## src/rtl/fqr_pkg.sv

```systemverilog
// fqr_pkg: shared types and constants for the tag queue with keyed removal
// no dependencies; used by the channel interfaces and the top level

package fqr_pkg;

  localparam int TAG_W = 16;
  localparam int OCC_W = 5;

  // command codes carried by an input transaction
  typedef enum logic [1:0] {
    CMD_ENQ    = 2'd0,
    CMD_DEQ    = 2'd1,
    CMD_REMOVE = 2'd2
  } cmd_t;

  // result status codes
  typedef enum logic [1:0] {
    ST_OK        = 2'd0,
    ST_EMPTY     = 2'd1,
    ST_NOT_FOUND = 2'd2,
    ST_FULL      = 2'd3
  } status_t;

endpackage

```

## src/rtl/fqr_in_if.sv

```systemverilog
// fqr_in_if: command channel (valid/ready plus command and tag)
// depends on fqr_pkg

interface fqr_in_if;
  logic                  valid;
  logic                  ready;
  fqr_pkg::cmd_t         command;
  logic [fqr_pkg::TAG_W-1:0] process_tag;

  modport source (output valid, output command, output process_tag, input ready);
  modport sink   (input valid, input command, input process_tag, output ready);
endinterface

```

## src/rtl/fqr_out_if.sv

```systemverilog
// fqr_out_if: result channel (valid/ready plus tag, status and fill level)
// depends on fqr_pkg

interface fqr_out_if;
  logic                      valid;
  logic                      ready;
  logic [fqr_pkg::TAG_W-1:0] tag_out;
  fqr_pkg::status_t          status;
  logic                      now_empty;
  logic [fqr_pkg::OCC_W-1:0] occupancy;

  modport source (output valid, output tag_out, output status, output now_empty,
                  output occupancy, input ready);
  modport sink   (input valid, input tag_out, input status, input now_empty,
                  input occupancy, output ready);
endinterface

```

## src/rtl/fifo_queue_with_remove_by_key.sv

```systemverilog
// fifo_queue_with_remove_by_key: ordered tag queue in a ring-buffer RAM
// per transaction: enqueue, unused command 3, and dequeue or remove on an empty
// queue go straight to the result; dequeue reads the head; remove does one RAM read
// per entry searched, then one read and one write per entry behind the match
// one transaction at a time; a result waiting in the result register adds its wait
// reset: synchronous active-low rst_n empties the queue; RAM contents not cleared

module fifo_queue_with_remove_by_key #(
  parameter int DEPTH = 16
) (
  input  logic clk,
  input  logic rst_n,
  fqr_in_if.sink    in_ch,
  fqr_out_if.source out_ch
);

  import fqr_pkg::*;

  localparam int AW = $clog2(DEPTH);
  localparam int CW = $clog2(DEPTH + 1);
  localparam int SW = CW + 1;

  typedef enum logic [6:0] {
    S_IDLE     = 7'b0000001,
    S_DEQ_RD   = 7'b0000010,
    S_SRCH_RD  = 7'b0000100,
    S_SRCH_CMP = 7'b0001000,
    S_SHIFT_RD = 7'b0010000,
    S_SHIFT_WR = 7'b0100000,
    S_DONE     = 7'b1000000
  } state_t;

  state_t           state_r, state_nxt;
  logic [AW-1:0]    head_r, head_nxt;
  logic [CW-1:0]    count_r, count_nxt;
  logic [CW-1:0]    idx_r, idx_nxt;
  logic [TAG_W-1:0] key_r, key_nxt;
  logic [TAG_W-1:0] res_tag_r, res_tag_nxt;
  status_t          res_status_r, res_status_nxt;
  logic             out_valid_r, out_valid_nxt;
  logic [TAG_W-1:0] out_tag_r;
  status_t          out_status_r;
  logic             out_empty_r;
  logic [OCC_W-1:0] out_occ_r;

  logic             ram_we;
  logic [AW-1:0]    ram_waddr;
  logic [TAG_W-1:0] ram_wdata;
  logic [AW-1:0]    ram_raddr;
  logic [TAG_W-1:0] ram_rdata;

  logic             in_fire;
  logic             out_load;
  logic [CW+OCC_W-1:0] occ_ext;

  // ring address: head plus offset, folded once
  function automatic logic [AW-1:0] wrap_add(logic [AW-1:0] base, logic [CW-1:0] off);
    logic [SW-1:0] s;
    s = SW'(base) + SW'(off);
    if (s >= SW'(DEPTH)) begin
      s = s - SW'(DEPTH);
    end
    return s[AW-1:0];
  endfunction

  fqr_ram #(
    .WIDTH (TAG_W),
    .DEPTH (DEPTH)
  ) u_ram (
    .clk   (clk),
    .we    (ram_we),
    .waddr (ram_waddr),
    .wdata (ram_wdata),
    .raddr (ram_raddr),
    .rdata (ram_rdata)
  );

  assign in_ch.ready = (state_r == S_IDLE);
  assign in_fire     = in_ch.valid && in_ch.ready;
  assign out_load    = (state_r == S_DONE) && (!out_valid_r || out_ch.ready);
  assign occ_ext     = (CW + OCC_W)'(count_r);

  // sequencer: one RAM access per cycle for search and gap closing
  always_comb begin
    state_nxt      = state_r;
    head_nxt       = head_r;
    count_nxt      = count_r;
    idx_nxt        = idx_r;
    key_nxt        = key_r;
    res_tag_nxt    = res_tag_r;
    res_status_nxt = res_status_r;
    ram_we         = 1'b0;
    ram_waddr      = wrap_add(head_r, count_r);
    ram_wdata      = in_ch.process_tag;
    ram_raddr      = head_r;

    case (state_r)
      S_IDLE: begin
        if (in_fire) begin
          key_nxt        = in_ch.process_tag;
          res_tag_nxt    = '0;
          res_status_nxt = ST_OK;
          idx_nxt        = '0;
          state_nxt      = S_DONE;
          case (in_ch.command)
            CMD_ENQ: begin
              if (count_r == CW'(DEPTH)) begin
                res_status_nxt = ST_FULL;
              end else begin
                ram_we    = 1'b1;
                count_nxt = count_r + CW'(1);
              end
            end
            CMD_DEQ: begin
              if (count_r == '0) begin
                res_status_nxt = ST_EMPTY;
              end else begin
                state_nxt = S_DEQ_RD;
              end
            end
            CMD_REMOVE: begin
              if (count_r == '0) begin
                res_status_nxt = ST_NOT_FOUND;
              end else begin
                state_nxt = S_SRCH_RD;
              end
            end
            default: begin
              res_status_nxt = ST_OK;
            end
          endcase
        end
      end
      S_DEQ_RD: begin
        res_tag_nxt = ram_rdata;
        head_nxt    = wrap_add(head_r, CW'(1));
        count_nxt   = count_r - CW'(1);
        state_nxt   = S_DONE;
      end
      S_SRCH_RD: begin
        ram_raddr = wrap_add(head_r, idx_r);
        state_nxt = S_SRCH_CMP;
      end
      S_SRCH_CMP: begin
        if (ram_rdata == key_r) begin
          if ((idx_r + CW'(1)) == count_r) begin
            count_nxt = count_r - CW'(1);
            state_nxt = S_DONE;
          end else begin
            state_nxt = S_SHIFT_RD;
          end
        end else if ((idx_r + CW'(1)) == count_r) begin
          res_status_nxt = ST_NOT_FOUND;
          state_nxt      = S_DONE;
        end else begin
          idx_nxt   = idx_r + CW'(1);
          state_nxt = S_SRCH_RD;
        end
      end
      S_SHIFT_RD: begin
        ram_raddr = wrap_add(head_r, idx_r + CW'(1));
        state_nxt = S_SHIFT_WR;
      end
      S_SHIFT_WR: begin
        ram_we    = 1'b1;
        ram_waddr = wrap_add(head_r, idx_r);
        ram_wdata = ram_rdata;
        idx_nxt   = idx_r + CW'(1);
        if ((idx_r + CW'(2)) == count_r) begin
          count_nxt = count_r - CW'(1);
          state_nxt = S_DONE;
        end else begin
          state_nxt = S_SHIFT_RD;
        end
      end
      S_DONE: begin
        if (out_load) begin
          state_nxt = S_IDLE;
        end
      end
      default: begin
        state_nxt = S_IDLE;
      end
    endcase
  end

  // output valid tracking
  always_comb begin
    out_valid_nxt = out_valid_r;
    if (out_load) begin
      out_valid_nxt = 1'b1;
    end else if (out_ch.ready) begin
      out_valid_nxt = 1'b0;
    end
  end

  // control registers
  always_ff @(posedge clk) begin
    if (!rst_n) begin
      state_r     <= S_IDLE;
      head_r      <= '0;
      count_r     <= '0;
      idx_r       <= '0;
      out_valid_r <= 1'b0;
    end else begin
      state_r     <= state_nxt;
      head_r      <= head_nxt;
      count_r     <= count_nxt;
      idx_r       <= idx_nxt;
      out_valid_r <= out_valid_nxt;
    end
  end

  // payload registers
  always_ff @(posedge clk) begin
    key_r        <= key_nxt;
    res_tag_r    <= res_tag_nxt;
    res_status_r <= res_status_nxt;
    if (out_load) begin
      out_tag_r    <= res_tag_r;
      out_status_r <= res_status_r;
      out_empty_r  <= (count_r == '0);
      out_occ_r    <= occ_ext[OCC_W-1:0];
    end
  end

  assign out_ch.valid     = out_valid_r;
  assign out_ch.tag_out   = out_tag_r;
  assign out_ch.status    = out_status_r;
  assign out_ch.now_empty = out_empty_r;
  assign out_ch.occupancy = out_occ_r;

endmodule

```

## src/rtl/fqr_ram.sv

```systemverilog
// fqr_ram: generic single-write, single-read RAM with registered read data
// no dependencies

module fqr_ram #(
  parameter int WIDTH = 16,
  parameter int DEPTH = 16
) (
  input  logic                     clk,
  input  logic                     we,
  input  logic [$clog2(DEPTH)-1:0] waddr,
  input  logic [WIDTH-1:0]         wdata,
  input  logic [$clog2(DEPTH)-1:0] raddr,
  output logic [WIDTH-1:0]         rdata
);

  logic [WIDTH-1:0] mem [DEPTH];

  // write port and registered read port
  always_ff @(posedge clk) begin
    if (we) begin
      mem[waddr] <= wdata;
    end
    rdata <= mem[raddr];
  end

endmodule

```

## src/flat_wrapper.sv

```systemverilog
// flat-port wrapper written by rule: the top's interface ports become plain ports
module fifo_queue_with_remove_by_key_flat import fqr_pkg::*;
#(
  parameter int DEPTH = 16
)
  (clk, rst_n, in_ch_valid, in_ch_command, in_ch_process_tag, in_ch_ready, out_ch_valid, out_ch_tag_out, out_ch_status, out_ch_now_empty, out_ch_occupancy, out_ch_ready);
  fqr_in_if in_ch_i ();
  fqr_out_if out_ch_i ();
  input  logic clk;
  input  logic rst_n;
  input wire logic [$bits(in_ch_i.valid)-1:0] in_ch_valid;
  input wire logic [$bits(in_ch_i.command)-1:0] in_ch_command;
  input wire logic [$bits(in_ch_i.process_tag)-1:0] in_ch_process_tag;
  output wire logic [$bits(in_ch_i.ready)-1:0] in_ch_ready;
  output wire logic [$bits(out_ch_i.valid)-1:0] out_ch_valid;
  output wire logic [$bits(out_ch_i.tag_out)-1:0] out_ch_tag_out;
  output wire logic [$bits(out_ch_i.status)-1:0] out_ch_status;
  output wire logic [$bits(out_ch_i.now_empty)-1:0] out_ch_now_empty;
  output wire logic [$bits(out_ch_i.occupancy)-1:0] out_ch_occupancy;
  input wire logic [$bits(out_ch_i.ready)-1:0] out_ch_ready;
  assign in_ch_i.valid = in_ch_valid;
  assign in_ch_i.command = in_ch_command;
  assign in_ch_i.process_tag = in_ch_process_tag;
  assign in_ch_ready = in_ch_i.ready;
  assign out_ch_valid = out_ch_i.valid;
  assign out_ch_tag_out = out_ch_i.tag_out;
  assign out_ch_status = out_ch_i.status;
  assign out_ch_now_empty = out_ch_i.now_empty;
  assign out_ch_occupancy = out_ch_i.occupancy;
  assign out_ch_i.ready = out_ch_ready;
  fifo_queue_with_remove_by_key #(.DEPTH(DEPTH)) u_core (.clk(clk), .rst_n(rst_n), .in_ch(in_ch_i), .out_ch(out_ch_i));
endmodule
```

## config.mk

```make
export PLATFORM = sky130hd
export DESIGN_NAME = fifo_queue_with_remove_by_key_flat
export DESIGN_NICKNAME = d
export VERILOG_FILES = /design/src/rtl/fqr_pkg.sv /design/src/rtl/fqr_in_if.sv /design/src/rtl/fqr_out_if.sv /design/src/rtl/fifo_queue_with_remove_by_key.sv /design/src/rtl/fqr_ram.sv /design/src/flat_wrapper.sv
export SDC_FILE = /design/constraint.sdc
export NUM_CORES = 1
export LEC_CHECK = 0
export BUFFER_PORTS_ARGS = -buffer_cell sky130_fd_sc_hd__buf_2
export CAP_MARGIN = 10
export CORE_UTILIZATION = 55
export DETAILED_ROUTE_END_ITERATION = 8
export MAX_ROUTING_LAYER = met4
export PLACE_DENSITY = 0.72
export SLEW_MARGIN = 30
export SYNTH_ARGS = -nofsm -noshare
export SYNTH_HDL_FRONTEND = slang
export SYNTH_HIERARCHICAL = 1
export SYNTH_SLANG_ARGS = --single-unit
```

## constraint.sdc

```tcl
create_clock -name clk -period 7.14 [get_ports clk]
set_input_delay 0.357 -clock clk [delete_from_list [all_inputs] [get_ports clk]]
set_output_delay 0.357 -clock clk [all_outputs]
set_load 0.01 [all_outputs]
```

Yosys cells after proc, flatten, opt, wreduce, memory -nomap -nowiden
Memory sizes are Yosys's and may differ from the RTL's. A register that Yosys moved wholly into a read port is not among the register bits.
Index checks and enable logic that the tools add are counted.
Word-level totals
  flip-flop bits (word level): 80
  bits in writable memories: 256
  input port bits: 22
  output and inout bits: 26
  logic and storage cells: 114
  memories kept: 1
Operators by class
  add/sub/neg operators: 12
  order comparisons: 4
  equality and inequality tests: 22
  mux-type cells: 46
  reduce and logical (&&, ||, !) cells: 17
Memory list
  u_core.u_ram.mem: depth 16, width 16, read ports 1, clocked after Yosys merged registers in 1, write ports 1, line fqr_ram.sv:16  | logic [WIDTH-1:0] mem [DEPTH];
Operators by type and width (count)
  $mux 7: 8
  $pmux 7 s7: 1
  $mux 5: 9
  $mux 16: 2
  $pmux 16 s2: 1
  $mux 4: 5
  $pmux 5 s4: 1
  $add 4x5->6: 3
  $ge 6x5->1 const B: 3
  $eq 16x16->1: 1
  $sub 4x1->4 const B: 4
  $pmux 5 s3: 1
  $pmux 7 s2: 1
  $add 5x1->5 const B: 2
  $eq 5x5->1: 2
  $mux 2: 5
  $ne 2x2->1 const B: 5
  $mux 1: 8
  $ne 2x1->1 const B: 4
  $pmux 4 s2: 1
  $reduce_and 4->1: 2
  $eq 7x1->1 const B: 1
  $eq 7x2->1 const B: 1
  $eq 7x3->1 const B: 1
  other kinds (24): 29

Longest topological paths before layout
  word-level depth: 7
  mapped depth: 12
  gate-level depth less buffers: 10

Hierarchy
Netlist, hierarchy kept.
Modules (own cells, without submodules)
  fqr_ram: times used 1, cells an instance 432, area each 10042.1 µm², seq. area each 8007.7 µm²
  fifo_queue_with_remove_by_key: times used 1, cells an instance 406, area each 4354.2 µm², seq. area each 2182.1 µm²

Worst setup path after synthesis
OpenSTA, ideal clock, no wires.
  path type: register to register
  start: register u_core.state_r[1]
  end: memory u_core.u_ram.mem[0][0], enable pin
  library setup time: 409 ps
  arrival time: 3243 ps
  required time: 6731 ps
  setup slack: 3488 ps
  cell stages (with the launch flop): 9
  path buffers: 1
  period minus slack after synthesis: 3652 ps
  path through: dfxtp_1 -> buf_2 -> nor3_1 -> nand2_1 -> nor2_1 -> nand2_1 -> o21ai_0 -> or3b_2 -> nor3_1
Between the ends
  longest elaborated chain between the ends: 6
  elaborated cells on any way between the ends: 8
  those cells by class: eq/ne: 2; mux: 5; reduce/logical: 1
Ends and longest elaborated chain
  from (decl): line fifo_queue_with_remove_by_key.sv:33  | state_t state_r, state_nxt;
  from (signal assigned): line fifo_queue_with_remove_by_key.sv:206  | state_r <= state_nxt;
  $eq 7x1->1 *: line fifo_queue_with_remove_by_key.sv:78  | assign in_ch.ready = (state_r == S_IDLE);
  named net in_ch_ready: line flat_wrapper.sv:14  | output wire logic [$bits(in_ch_i.ready)-1:0] in_ch_ready;
  $logic_and 1x1->1: line fifo_queue_with_remove_by_key.sv:79  | assign in_fire = in_ch.valid && in_ch.ready;
  $mux 1: line fifo_queue_with_remove_by_key.sv:99  | if (in_fire) begin
  $pmux 1 s2 *: line fifo_queue_with_remove_by_key.sv:97  | case (state_r)
  named net u_core.ram_we: line fifo_queue_with_remove_by_key.sv:46  | logic ram_we;
  $mux 1 *: line fqr_ram.sv:20  | if (we) begin
  $mux 1 (implied by the code) *: line fqr_ram.sv:21  | mem[waddr] <= wdata;
  to (decl): line fqr_ram.sv:16
Mark *: on every way through the listed nets, which the timed path passes. The rest lies on a longest branch.

Final worst setup path
  start: register u_core.state_r[5]
  end: register u_core.u_ram.rdata[3] (read register of u_core.u_ram.mem)
Between the ends
  longest elaborated chain between the ends: 2
  elaborated cells on any way between the ends: 3
  those cells by class: eq/ne: 2; mux: 1
Ends and longest elaborated chain
  $eq 7x5->1 or $eq 7x3->1 (tied branches): line fifo_queue_with_remove_by_key.sv:97
  $pmux 4 s2 *: line fifo_queue_with_remove_by_key.sv:97
  named net u_core.ram_raddr[0]: line fifo_queue_with_remove_by_key.sv:49  | logic [AW-1:0] ram_raddr;
  to (decl): line fqr_ram.sv:13  | output logic [WIDTH-1:0] rdata
Marks and branches as above.
A chain may end at the register's enable or synchronous reset.

==> reports/metrics.csv <==
metric,value,unit
status,finished clean,
worst-path cell chain,or4_1 > nor2_1 > nand3b_1 > mux2_2 > nand2_4 > buf_4 > mux4_1 > a22oi_1 > nand2_1,
Avg Inst Size Synth,17.2,um^2
clock tree buffer depth,3,
drt total wl,29400,um
Synth Flop Type,edfxtp_1,
Unique masters post-synth,62,
switching share of power,0.221,
Core ar.,25400,um^2
RSZ-0062 raised after global routing,no,
CP endpoint kind,flip-flop,
Layout Skew,0.0159,ns
Mapped Area,14400,um^2
Synth Warn #,6,
wl on met1,12000,um
FP Rows,58,
Final ANT Viol Nets,0,
synth top area cells,"edfxtp_1 (65%), mux4_2 (8.4%), dfxtp_1 (5.3%), nand2_1 (2.2%), mux4_1 (1.8%)",
GRT Util Overall,0.236,
Syn Nets,884,
Die ar.,26800,um^2
total chip power,4370,uW
GRT overflow,0,
Post-synth EDFFs,314,
Die X,164,um
worst path required time,7.53,ns
critical path's largest stage delay,0.61,ns
Slew Limit Fails,0,
uppermost layer routed,met4,
critical path type,flip-flop to flip-flop,
gpl congestion,0.851,
Net Switching,966,uW
Resize count post-CTS,0,
wire per inst,23.3,um
# IOs,48,
Achievable Freq,246,MHz
wire length on met2,14600,um
synth-to-layout area growth,12.5,%
Iter 0 DRT Violations,783,
Vias,7642,
Num CTS Buffers,35,
clk_lat worst skew,0.52,ns
"Slowest-stage cell, CP",mux4_1,
post-synthesis cell count,838,
post-synth top area share,0.655,
fin crit share,0.570,
MaxCap Viol Count,0,
Port-buffer cells,47,
Reg power frac,0.543,
"Max FO, Critical Path",40,
Synth area leader,edfxtp_1,
Critical Path Source Type,flip-flop,
drt pass-1 iters,8,
detailed placer's ending HPWL,18200,um
post-synthesis async set-or-reset flop share,0,
final hold vios,0,
Clock power frac,0.393,
pwr/cell area,270,nW/um^2
# setup viols final,0,
register area share after synthesis,0.708,
Cell Int Power,3400,uW
# clock sinks,352,
Tightest Hold Check Type,primary input to flip-flop,
Final TNS setup,0,ns
layout cell share with drive strength beyond 1,0.222,
largest net degree at the start of global routing,65,
clock root buffer,clkbuf_16,
Seq cells post-synth,352,
crit path DAT,4.46,ns
ANT cells,0,
Residual DRC,0,
"Reg clk slew, reported paths",0.06,ns
Final Net Count,956,
relative slew slack,0.355,
initial antenna violation count,0,
# Post-CTS Setup Buffers,0,
VDD IR max,0.000187,V
Die Ht,164,um
CTS tree,done,
vias in the first global route,7572,
Worst Tran Pin Value,0.965,ns
"Hold-fix buffers, CTS",0,
P_leak,0.00549,uW
first-pass GRT wire length,44600,um
post-DR vias/cell,6.05,
WL met3,2280,um
minimum clock period after layout,4.07,ns
Comb pwr share,0.065,
# H-tree levels,2,
Initial Util,0.567,
logic make-up (layout without fill, tap and decap cells):
group	Yosys count	count (layout)	share of synthesized area
buf+inv	52	148	0.0185
xor+xnor	43	43	0.0267
fa+ha+maj	24	24	0.0229
simple gates	204	204	0.0712
compound gates	92	92	0.0451
flops	352	352	0.708
mux	71	71	0.108
critical path, delay by kind of cell, from the launching register on:
| kind | cells | cell delay [ns] |
|---|---|---|
| compound gates | 1 | 0.27 |
| buf+inv | 1 | 0.53 |
| flops | 1 | 0.42 |
| mux | 2 | 1.01 |
| simple gates | 5 | 1.70 |
area by class of cell:
class	count	area (um^2)
multi-input combinational	434	4040
sequential	352	10200
fill	1722	9210
tap	330	413
inverter	17	63.8
timing repair buffer	70	408
clock buffer	44	951
clock inverter	17	129
registers in the layout, indices dropped and copies added, names as in the netlist:
register                 flops
u_core/idx_r                 5
u_core/res_status_r          2
u_core/res_tag_r            16
u_core/out_ch.status         2
u_core/out_ch.occupancy      5
u_core/out_ch.now_empty      1
u_core/head_r                4
u_core/key_r                16
u_core/state_r               7
u_core/u_ram/rdata          16
u_core/out_ch.tag_out       16
u_core/u_ram/mem           256
u_core/count_r               5
u_core/out_ch.valid          1
layout by cell type, fill, tap and decap left out, types with 14 or more instances in the layout:
master	instances
a22oi_1	32
and2_1	22
buf_2	47
buf_4	23
clkbuf_16	36
dfxtp_1	38
edfxtp_1	314
ha_1	20
inv_1	17
mux4_2	54
nand2_1	85
nand3_1	14
nor2_1	17
o21ai_0	15
xnor2_1	29
per-stage QoR:
step	cells	instance area, um^2	hold slack [ns]	setup WS, ns	utilization
after floorplan	838	14400	0.400	3.49	-
after detailed placement	1203	15100	0.405	3.07	0.595
after global routing	1264	16200	0.0236	2.73	0.637
after CTS	1264	16200	0.0225	3.02	0.637
after global placement	1203	15100	0.402	3.17	0.594
final	1264	16200	0.0340	3.07	0.637
per-layer routing:
layer / vias to the layer above / GRT usage
met5: - / -
met4: 0 / 0.0606
met3: 47 / 0.0513
met2: 329 / 0.385
met1: 3846 / 0.303
li1: 3420 / -
synthesized netlist by cell type, types with 13 or more instances:
master    count
xor2_1       13
inv_1        17
clkbuf_1     16
o21ai_0      16
edfxtp_1    314
and2_1       22
ha_1         20
nand2_1      86
nand3_1      14
xnor2_1      29
a22oi_1      32
nor2_1       28
dfxtp_1      38
mux4_2       54
path summary, 6_finish.rpt:
check,cells after the start,slack (ns),end,startpoint
min,1,0.03,u_core/key_r[6],in_ch_process_tag[6]
min reg2reg,0,0.42,u_core/out_ch.tag_out[7],u_core/res_tag_r[7]
max reg2reg,9,3.07,u_core/u_ram/rdata[3],u_core/state_r[5]
max,9,3.07,u_core/u_ram/rdata[3],u_core/state_r[5]
power by group through the flow:
stage | sequential, uW | clock (uW) | combinational, uW
after floorplan | 2400 | 0 | 190
after global placement | 2410 | 0 | 273
after detailed placement | 2410 | 0 | 279
after CTS | 2370 | 1750 | 281
after global routing | 2380 | 1820 | 313
final | 2370 | 1720 | 283
(Power assumes the default switching activity.)
